`config.mk`:
```
export PLATFORM = sky130hd
export DESIGN_NAME = touch_event_press_drag_release
export DESIGN_NICKNAME = d
export VERILOG_FILES = /design/src/tepdr_pkg.sv /design/src/touch_event_press_drag_release.sv /design/src/tepdr_div.sv
export SDC_FILE = /design/constraint.sdc
export NUM_CORES = 1
export LEC_CHECK = 0
export BUFFER_PORTS_ARGS = -buffer_cell sky130_fd_sc_hd__buf_2
export CAP_MARGIN = 15
export CORE_MARGIN = 2
export CORE_UTILIZATION = 30
export DETAILED_ROUTE_END_ITERATION = 7
export MAX_ROUTING_LAYER = met4
export PLACE_DENSITY = 0.41
export SLEW_MARGIN = 40
export SYNTH_ARGS = -nofsm -noshare
export SYNTH_HDL_FRONTEND = slang
export SYNTH_SLANG_ARGS = --single-unit
```
`constraint.sdc`:
```
create_clock -name clk -period 7.11 [get_ports clk]
set_input_delay 1.0665 -clock clk [delete_from_list [all_inputs] [get_ports clk]]
set_output_delay 1.0665 -clock clk [all_outputs]
set_load 0.02 [all_outputs]
```
`src/tepdr_pkg.sv`:
```
// Shared types, codes and reset values for the touch press/drag/release decoder.
package tepdr_pkg;

	localparam int unsigned COORD_W    = 16;
	localparam int unsigned PROD_W     = 2 * COORD_W;
	localparam int unsigned CFG_IDX_W  = 3;

	// Event kinds
	localparam logic [1:0] FUNC_KEY  = 2'd0;
	localparam logic [1:0] FUNC_X    = 2'd1;
	localparam logic [1:0] FUNC_Y    = 2'd2;
	localparam logic [1:0] FUNC_SYNC = 2'd3;

	// Gesture codes
	localparam logic [1:0] GST_PRESS   = 2'd0;
	localparam logic [1:0] GST_DRAG    = 2'd1;
	localparam logic [1:0] GST_RELEASE = 2'd2;
	localparam logic [1:0] GST_NONE    = 2'd3;

	// Register indexes
	localparam logic [CFG_IDX_W-1:0] CFG_SCREEN_WIDTH  = 3'd0;
	localparam logic [CFG_IDX_W-1:0] CFG_SCREEN_HEIGHT = 3'd1;
	localparam logic [CFG_IDX_W-1:0] CFG_QUARTER_TURNS = 3'd2;
	localparam logic [CFG_IDX_W-1:0] CFG_X_MINIMUM     = 3'd3;
	localparam logic [CFG_IDX_W-1:0] CFG_X_SPAN        = 3'd4;
	localparam logic [CFG_IDX_W-1:0] CFG_Y_MINIMUM     = 3'd5;
	localparam logic [CFG_IDX_W-1:0] CFG_Y_SPAN        = 3'd6;
	localparam logic [CFG_IDX_W-1:0] CFG_DRAG_ENABLE   = 3'd7;

	localparam logic [COORD_W-1:0] RST_SCREEN_WIDTH  = 16'd800;
	localparam logic [COORD_W-1:0] RST_SCREEN_HEIGHT = 16'd480;
	localparam logic [COORD_W-1:0] RST_SPAN          = 16'd4095;

	typedef struct packed {
		logic [1:0]         func;
		logic [COORD_W-1:0] value;
	} evt_t;

	typedef struct packed {
		logic [COORD_W-1:0] pos_x;
		logic [COORD_W-1:0] pos_y;
		logic [1:0]         gesture;
	} gst_t;

	typedef struct packed {
		logic               start;
		logic [PROD_W-1:0]  dividend;
		logic [COORD_W-1:0] divisor;
	} div_req_t;

	typedef struct packed {
		logic              done;
		logic [PROD_W-1:0] quotient;
	} div_rsp_t;

endpackage

```
`src/touch_event_press_drag_release.sv`:
```
// Touch event decoder: scales raw positions, rotates on sync, reports press/drag/release.
// Key events are taken at accept; a frame sync moves to the sync state, which loads any
// result; raw X/Y pass accept, offset, multiply, divider load, 32 steps of the shared
// restoring divider, and write-back. One item at a time: ready only in the idle state.
// A sync that reports a gesture waits while the output register still holds an untaken item.
// Reset (arst_n low, asynchronous): registers to their defaults, all touch state cleared.
module touch_event_press_drag_release
	import tepdr_pkg::*;
(
	input  logic                 clk,
	input  logic                 arst_n,
	input  logic                 evt_valid,
	output logic                 evt_ready,
	input  evt_t                 evt,
	output logic                 gst_valid,
	input  logic                 gst_ready,
	output gst_t                 gst,
	input  logic                 cfg_valid,
	output logic                 cfg_ready,
	input  logic [CFG_IDX_W-1:0] cfg_index,
	input  logic [COORD_W-1:0]   cfg_data
);

	typedef enum logic [2:0] {
		S_IDLE,
		S_DIFF,
		S_MUL,
		S_LOAD,
		S_DIV,
		S_SYNC
	} state_t;

	state_t state_q;

	// Configuration
	logic [COORD_W-1:0] width_q, height_q, x_min_q, x_span_q, y_min_q, y_span_q;
	logic [1:0]         turns_q;
	logic               drag_en_q;

	// Touch state
	logic [COORD_W-1:0] scaled_x_q, scaled_y_q, rotated_x_q, rotated_y_q;
	logic               touching_q, edge_pend_q, coords_pend_q, pressed_q;

	// Output register
	logic gst_valid_q;
	gst_t gst_q;

	// Scaling datapath
	logic [COORD_W-1:0] raw_q;
	logic               axis_y_q;
	logic [COORD_W-1:0] mag_q;
	logic               neg_q;
	logic [PROD_W-1:0]  prod_q;

	div_req_t div_req;
	div_rsp_t div_rsp;

	logic               accept;
	logic [COORD_W:0]   diff;
	logic [COORD_W-1:0] size, minimum, span, q16, scaled_new;
	logic [COORD_W-1:0] rot_x, rot_y, out_x, out_y, wm1, hm1;
	logic               emit, out_free, sync_go, gst_load;
	logic [1:0]         gesture;

	assign evt_ready = (state_q == S_IDLE);
	assign accept    = evt_valid && evt_ready;
	assign cfg_ready = 1'b1;
	assign out_free  = !gst_valid_q || gst_ready;
	assign sync_go   = !emit || out_free;
	assign gst_load  = (state_q == S_SYNC) && emit && out_free;

	always_comb begin
		size    = axis_y_q ? height_q : width_q;
		minimum = axis_y_q ? y_min_q : x_min_q;
		span    = axis_y_q ? y_span_q : x_span_q;
		diff    = {1'b0, raw_q} - {1'b0, minimum};
		q16     = div_rsp.quotient[COORD_W-1:0];
		scaled_new = neg_q ? (COORD_W'(0) - q16) : q16;

		div_req.start    = (state_q == S_LOAD);
		div_req.dividend = prod_q;
		div_req.divisor  = (span == '0) ? COORD_W'(1) : span;
	end

	// Rotation and gesture decision for a frame sync
	always_comb begin
		wm1 = width_q - 1'b1;
		hm1 = height_q - 1'b1;
		unique case (turns_q)
			2'd1: begin
				rot_x = scaled_y_q;
				rot_y = wm1 - scaled_x_q;
			end
			2'd2: begin
				rot_x = wm1 - scaled_x_q;
				rot_y = hm1 - scaled_y_q;
			end
			2'd3: begin
				rot_x = hm1 - scaled_y_q;
				rot_y = scaled_x_q;
			end
			default: begin
				rot_x = scaled_x_q;
				rot_y = scaled_y_q;
			end
		endcase
		out_x = coords_pend_q ? rot_x : rotated_x_q;
		out_y = coords_pend_q ? rot_y : rotated_y_q;

		emit    = 1'b0;
		gesture = GST_NONE;
		if (touching_q && (coords_pend_q || edge_pend_q)) begin
			if (!pressed_q) begin
				emit    = 1'b1;
				gesture = GST_PRESS;
			end else if (drag_en_q && coords_pend_q) begin
				emit    = 1'b1;
				gesture = GST_DRAG;
			end
		end else if (!touching_q && edge_pend_q) begin
			emit    = 1'b1;
			gesture = GST_RELEASE;
		end
	end

	always_ff @(posedge clk or negedge arst_n) begin
		if (!arst_n) begin
			state_q       <= S_IDLE;
			width_q       <= RST_SCREEN_WIDTH;
			height_q      <= RST_SCREEN_HEIGHT;
			turns_q       <= '0;
			x_min_q       <= '0;
			x_span_q      <= RST_SPAN;
			y_min_q       <= '0;
			y_span_q      <= RST_SPAN;
			drag_en_q     <= 1'b0;
			scaled_x_q    <= '0;
			scaled_y_q    <= '0;
			rotated_x_q   <= '0;
			rotated_y_q   <= '0;
			touching_q    <= 1'b0;
			edge_pend_q   <= 1'b0;
			coords_pend_q <= 1'b0;
			pressed_q     <= 1'b0;
			gst_valid_q   <= 1'b0;
			gst_q         <= '0;
		end else begin
			if (cfg_valid && cfg_ready) begin
				unique case (cfg_index)
					CFG_SCREEN_WIDTH:  width_q   <= cfg_data;
					CFG_SCREEN_HEIGHT: height_q  <= cfg_data;
					CFG_QUARTER_TURNS: turns_q   <= cfg_data[1:0];
					CFG_X_MINIMUM:     x_min_q   <= cfg_data;
					CFG_X_SPAN:        x_span_q  <= cfg_data;
					CFG_Y_MINIMUM:     y_min_q   <= cfg_data;
					CFG_Y_SPAN:        y_span_q  <= cfg_data;
					CFG_DRAG_ENABLE:   drag_en_q <= cfg_data[0];
					default: ;
				endcase
			end

			// load a new gesture, else drop the taken one
			if (gst_load) begin
				gst_valid_q <= 1'b1;
			end else if (gst_ready) begin
				gst_valid_q <= 1'b0;
			end

			unique case (state_q)
				S_IDLE: begin
					if (accept) begin
						unique case (evt.func)
							FUNC_KEY: begin
								if (evt.value == COORD_W'(1)) begin
									touching_q  <= 1'b1;
									edge_pend_q <= 1'b1;
									pressed_q   <= 1'b0;
								end else if (evt.value == '0) begin
									touching_q  <= 1'b0;
									edge_pend_q <= 1'b1;
								end
							end
							FUNC_X, FUNC_Y: begin
								// drop zero positions
								if (evt.value != '0) begin
									state_q <= S_DIFF;
								end
							end
							default: state_q <= S_SYNC;
						endcase
					end
				end
				S_DIFF: state_q <= S_MUL;
				S_MUL:  state_q <= S_LOAD;
				S_LOAD: state_q <= S_DIV;
				S_DIV: begin
					if (div_rsp.done) begin
						if (axis_y_q) begin
							scaled_y_q <= scaled_new;
						end else begin
							scaled_x_q <= scaled_new;
						end
						coords_pend_q <= 1'b1;
						state_q       <= S_IDLE;
					end
				end
				S_SYNC: begin
					// hold while a gesture cannot be placed in the output register
					if (sync_go) begin
						if (coords_pend_q) begin
							rotated_x_q <= rot_x;
							rotated_y_q <= rot_y;
						end
						if (emit) begin
							gst_q.pos_x   <= out_x;
							gst_q.pos_y   <= out_y;
							gst_q.gesture <= gesture;
						end
						if (emit && gesture == GST_PRESS) begin
							pressed_q <= 1'b1;
						end
						edge_pend_q   <= 1'b0;
						coords_pend_q <= 1'b0;
						state_q       <= S_IDLE;
					end
				end
				default: state_q <= S_IDLE;
			endcase
		end
	end

	always_ff @(posedge clk) begin
		if (accept) begin
			raw_q    <= evt.value;
			axis_y_q <= (evt.func == FUNC_Y);
		end
		if (state_q == S_DIFF) begin
			neg_q <= diff[COORD_W];
			mag_q <= diff[COORD_W] ? COORD_W'(-diff) : diff[COORD_W-1:0];
		end
		if (state_q == S_MUL) begin
			prod_q <= PROD_W'(size) * PROD_W'(mag_q);
		end
	end

	tepdr_div u_div (
		.clk    (clk),
		.arst_n (arst_n),
		.req    (div_req),
		.rsp    (div_rsp)
	);

	assign gst_valid = gst_valid_q;
	assign gst       = gst_q;

endmodule

```
`src/tepdr_div.sv`:
```
// Restoring divider, one quotient bit per cycle, 32-bit dividend over 16-bit divisor.
module tepdr_div
	import tepdr_pkg::*;
(
	input  logic     clk,
	input  logic     arst_n,
	input  div_req_t req,
	output div_rsp_t rsp
);

	localparam int unsigned CNT_W = $clog2(PROD_W);

	logic [COORD_W-1:0] rem_q;
	logic [COORD_W-1:0] den_q;
	logic [PROD_W-1:0]  quot_q;
	logic [CNT_W-1:0]   cnt_q;
	logic               busy_q;
	logic               done_q;

	logic [COORD_W:0] rem_sh;
	logic             ge;
	logic [COORD_W:0] rem_sub;

	always_comb begin
		rem_sh  = {rem_q, quot_q[PROD_W-1]};
		ge      = (rem_sh >= {1'b0, den_q});
		rem_sub = rem_sh - {1'b0, den_q};
	end

	always_ff @(posedge clk or negedge arst_n) begin
		if (!arst_n) begin
			busy_q <= 1'b0;
			done_q <= 1'b0;
			cnt_q  <= '0;
		end else begin
			done_q <= 1'b0;
			if (req.start) begin
				busy_q <= 1'b1;
				cnt_q  <= '0;
			end else if (busy_q) begin
				cnt_q <= cnt_q + 1'b1;
				if (cnt_q == CNT_W'(PROD_W - 1)) begin
					busy_q <= 1'b0;
					done_q <= 1'b1;
				end
			end
		end
	end

	always_ff @(posedge clk) begin
		if (req.start) begin
			rem_q  <= '0;
			den_q  <= req.divisor;
			quot_q <= req.dividend;
		end else if (busy_q) begin
			rem_q  <= ge ? rem_sub[COORD_W-1:0] : rem_sh[COORD_W-1:0];
			quot_q <= {quot_q[PROD_W-2:0], ge};
		end
	end

	assign rsp.done     = done_q;
	assign rsp.quotient = quot_q;

endmodule

```
# Word-level counts from Yosys, hierarchy flattened
# Index checks and enable logic that the tools add are counted.
[totals]
regBits = 342
latch_bits = 0
ramBits = 0
mem_bits_ro = 0
out_inout_bits = 37
elab_cells = 167
n_memories = 0
[classes]
addsub = 9
multipliers = 1
n_div = 0
order_cmp = 1
eq_ne = 28
n_shift = 0
mux = 52
bitwise = 1
reduce_logical = 43
[ops]
columns = ["operator", "count"]
rows = [
  ["16-bit two-way mux", 8],
  ["16-bit case mux with 3 select lines", 2],
  ["32-bit two-way mux", 2],
  ["16-bit subtractor", 3],
  ["16-bit logical NOT", 2],
  ["16-bit by 16-bit multiplier with 32-bit output", 1],
  ["16-bit by 1-bit subtractor with 16-bit output, second input constant", 2],
  ["1-bit two-way mux", 26],
  ["3-bit equality test, second input constant", 6],
  ["3-bit case mux with 6 select lines", 1],
  ["2-bit AND reduction", 9],
  ["17-bit by 16-bit greater-or-equal comparator with 1-bit output", 1],
  ["16-bit by 16-bit subtractor with 17-bit output", 1],
  ["16-bit by 1-bit equality test with 1-bit output, second input constant", 1],
  ["16-bit negation", 1],
  ["16-bit nonzero test", 1],
  ["1-bit by 16-bit subtractor with 16-bit output, first input constant", 1],
  ["3-bit by 2-bit equality test with 1-bit output, second input constant", 4],
  ["3-bit two-way mux", 4],
  ["3-bit AND reduction", 4],
  ["5-bit two-way mux", 2],
  ["2-bit by 1-bit != test with 1-bit output, second input constant", 5],
  ["5-bit AND reduction", 2],
  ["2-bit nonzero test", 5],
  ["20 further kinds", 41],
]

# Depth between registers and ports, before layout
[logic_depth]
word_depth = 9
ltp_mapped = 27
mapped_depth_nobuf = 24

# By module
# From an unflattened synthesis, not the netlist that was laid out.
[hier_totals]
hier_cells = 2591
hier_area_um2 = 26352.8
[by_module_without_submodules]
columns = ["mod", "instances", "cells_per_inst", "area_each_um2", "seq_area_each_um2"]
rows = [
  ["touch_event_press_drag_release", 1, 2259, 22525.4, 7150.6],
  ["tepdr_div", 1, 332, 3827.4, 1936.9],
]

# Worst setup path after synthesis
# No wires, ideal clock.
[synth_path]
path_kind = "register to register"
from = "reg axis_y_q"
to = "reg prod_q[31] (data pin)"
setup_ns = 0.260
arrival_ns = 6.308
slack_ns = 0.543
path_stages_with_launch = 25
path_buffers = 3
cell_sequence = "edfxtp_1 clkbuf_1 clkbuf_1 mux2_2 clkbuf_1 and2_1 fa_1 inv_1 fa_1 fa_1 fa_1 inv_1 fa_1 inv_1 fa_1 inv_1 ha_1 a21o_1 a21o_1 o211ai_1 a31oi_1 o21ai_0 o2111ai_1 a21oi_1 xnor2_1"
[synth_via]
elab_chain_cells = 2
[synth_rtl]
columns = ["item", "line", "rtl"]
rows = [
  ["start: declaration", "touch_event_press_drag_release.sv:50", "logic axis_y_q;"],
  ["start signal: assignment", "touch_event_press_drag_release.sv:235", "axis_y_q <= (evt.func == FUNC_Y);"],
  ["16-bit two-way mux", "touch_event_press_drag_release.sv:73", "size = axis_y_q ? height_q : width_q;"],
  ["16-bit by 16-bit multiplier with 32-bit output", "touch_event_press_drag_release.sv:242", "prod_q <= PROD_W'(size) * PROD_W'(mag_q);"],
  ["end signal: assignment", "touch_event_press_drag_release.sv:242", ""],
  ["end: declaration", "touch_event_press_drag_release.sv:53", "logic [PROD_W-1:0] prod_q;"],
]
# Every way passes these cells.
# A chain may end at the register's enable or synchronous reset.

# Worst setup path in the final report
# Same ends and word-level chain as after synthesis.

==> flow_metrics.env <==
export IMPL_cts_resized=0
export IMPL_antenna_left=0
export IMPL_cts_setup_buffers=0
export IMPL_overflow=0
export IMPL_detail_route_iter0_violations=982
export IMPL_num_vias=18800
export IMPL_yosysSeqAreaShare=0.344
export IMPL_setup_viol=0
export IMPL_cts_made_buffers=44
export IMPL_ios=79
export IMPL_grt_pass1_wl_um=117000
export IMPL_synthArstFlopShare=0.620
export IMPL_area_delta_synth_final_pct=12.7
export IMPL_avgRoutedWirePerCell_um=18.7
export IMPL_clock_root_buffer="clkbuf_16"
export IMPL_setup_tns_ps=0
export IMPL_clock_fmax_mhz=148
export IMPL_slowest_stage="fa_1"
export IMPL_io_buffer_count=77
export IMPL_die_area_sq_um=90400
export IMPL_worstPathArrival_ps=7050
export IMPL_critPathKind="reg -> reg"
export IMPL_rsz0062_at_grt="no"
export IMPL_cts_num_sinks=342
export IMPL_syn_inst=2649
export IMPL_die_y_um=301
export IMPL_final_cell_mix="nand2_1 (364), inv_1 (315), fa_1 (198)"
export IMPL_hp_class="in -> async"
export IMPL_ys_warn_count=0
export IMPL_fin_crit_sh=0.948
export IMPL_setup_worst_path_end_class="flop"
export IMPL_synth_nets=3061
export IMPL_h_tree_depth=2
export IMPL_finalClockSkew_ps=32.0
export IMPL_drt_total_wl_um=72700
export IMPL_vias_per_cell=4.83
export IMPL_cp_num_buf_inv=5
export IMPL_synth_area_per_cell_sq_um=9.96
export IMPL_clk_latency_ps=590
export IMPL_crit_family="adder cells"
export IMPL_holdBufCountCts=0
export IMPL_synth_flop_cell="dfrtp_1"
export IMPL_synth_cell_type_count=79
export IMPL_die_x_um=301
export IMPL_tightest_slew_ps=808
export IMPL_core_area_sq_um=87000
export IMPL_grt_max_degree=76
export IMPL_finalWorstSetupSlack_ps=373
export IMPL_clkSlewWorstSetupHoldPaths_ps=60
export IMPL_drv_slew=0
export IMPL_syn_area_sq_um=26400
export IMPL_start_util=0.303
export IMPL_grt_util_all_layers=0.171
export IMPL_grt_pass1_vias=20000
export IMPL_hpwl_um=56500
export IMPL_pre_cts_slack_ps=207
export IMPL_worstPathRequired_ps=7420
export IMPL_crit_chain="buf_4 -> mux2_2 -> buf_4 -> nand2_1 -> fa_1 -> inv_1 -> fa_1 -> fa_1 -> fa_1 -> fa_1 -> inv_1 -> fa_1 -> inv_1 -> ha_1 -> a211oi_1 -> o211ai_1 -> nand2_1 -> a31oi_1 -> o21ai_0 -> o2111ai_1 -> a21oi_1 -> xnor2_1"
export IMPL_first_pass_iters=5
export IMPL_synth_edf_count=114
export IMPL_n_fill_cell=8948
export IMPL_layout_commonest_cell="nand2_1"
export IMPL_synth_seq_cells=342
export IMPL_antenna_found_initial=2
export IMPL_max_stage_delay_ps=570
export IMPL_crit_path_max_fanout=9
export IMPL_finalHoldViolCount=0
export IMPL_gp_congestion=0.839
export IMPL_cts_tree="done"
export IMPL_largest_reg_flops=34
export IMPL_rows=108
export IMPL_cp_start_kind="flop"
export IMPL_cp_common_cell="fa_1"
export IMPL_fin_nets=3117
export IMPL_status="complete, no violations"
export IMPL_period_needed_ps=6740
export IMPL_max_cap_violations=0
export IMPL_route_detailed_drc=0
export IMPL_drive_above_1_share=0.145
export IMPL_cts_buffer_depth=3
export IMPL_slew_headroom=0.448
-- path summary, 6_finish.rpt --
path	from	to	slack, ps	cells after the start
min in group clk	rotated_y_q[15]$_DFFE_PN0P_	rotated_y_q[15]$_DFFE_PN0P_	470	2
max in group asynchronous	arst_n	width_q[2]$_DFFE_PN0P_	5480	2
worst min-delay path	arst_n	u_div.cnt_q[3]$_DFFE_PN0P_	460	1
worst min register to register	rotated_y_q[15]$_DFFE_PN0P_	rotated_y_q[15]$_DFFE_PN0P_	470	2
worst max register to register	axis_y_q$_DFFE_PP_	prod_q[31]$_DFFE_PP_	370	22
worst max-delay path	axis_y_q$_DFFE_PP_	prod_q[31]$_DFFE_PP_	370	22
-- logic make-up after synthesis --
group,Yosys count,synth area share
buffers and inverters,428,0.0611
multiplexers,204,0.0896
adder cells (fa/ha/maj),370,0.232
AND/OR/NAND/NOR,760,0.135
XOR/XNOR,98,0.0325
flip-flops,342,0.344
AO/OA/AOI/OAI,446,0.106
other,1,0.000142
-- layout make-up --
cell class	count	area (sq um)	area share
Clock buffer	66	1290	0.0432
Clock inverter	16	245	0.00825
Inverter	320	1200	0.0404
Multi-Input combinational cell	1879	15700	0.529
Tap cell	1155	1450	0.0486
Timing Repair Buffer	118	731	0.0246
Antenna cell	2	5.00	0.000168
Sequential cell	342	9090	0.306
-- routing by layer --
metal  track usage  wire length [um]  vias up  part of all wire
met5             -                 0        -                 0
met4        0.0445              1830        0             0.025
met3        0.0229              2440      101             0.034
met2         0.280             34500      267              0.47
met1         0.223             34000     9424              0.47
li1              -                 -     9019                 -
-- metrics by stage --
step | cell area, sq um | hold WS, ps | cells | util
finish | 29700 | 464 | 3898 | 0.342
global route | 29700 | 494 | 3898 | 0.342
floorplan | 26400 | 441 | 2649 | -
global placement | 28100 | 455 | 3805 | 0.323
CTS | 29700 | 457 | 3892 | 0.341
detailed placement | 28200 | 463 | 3810 | 0.323
-- synth_stat cells, types with 6 or more instances --
cell	instances	area, sq um
nand2_1	367	1380
inv_1	317	1190
fa_1	198	3960
dfrtp_1	181	4530
ha_1	172	2150
mux2_2	138	1550
o21ai_0	138	691
and2_1	127	795
a21oi_1	119	596
edfxtp_1	114	3420
nor2_1	105	394
clkbuf_1	99	372
xnor2_1	64	561
mux2i_1	54	541
a21o_1	39	293
xor2_1	34	298
dfstp_2	31	815
nor3_1	29	145
nand3_1	25	125
o21a_1	22	165
a211oi_1	19	143
nor2b_1	19	119
dfxtp_1	16	320
and3_1	15	93.8
o211ai_1	15	113
nand2b_1	14	87.6
a31oi_1	13	81.3
mux4_2	12	270
nor4_1	12	75.1
o31ai_1	10	75.1
nand4_1	9	56.3
or3_1	9	56.3
buf_1	6	22.5
o21ai_1	6	30.0
Power is not shown: default switching activity piles up to over one toggle a cycle in this logic, so the estimate is an artifact.
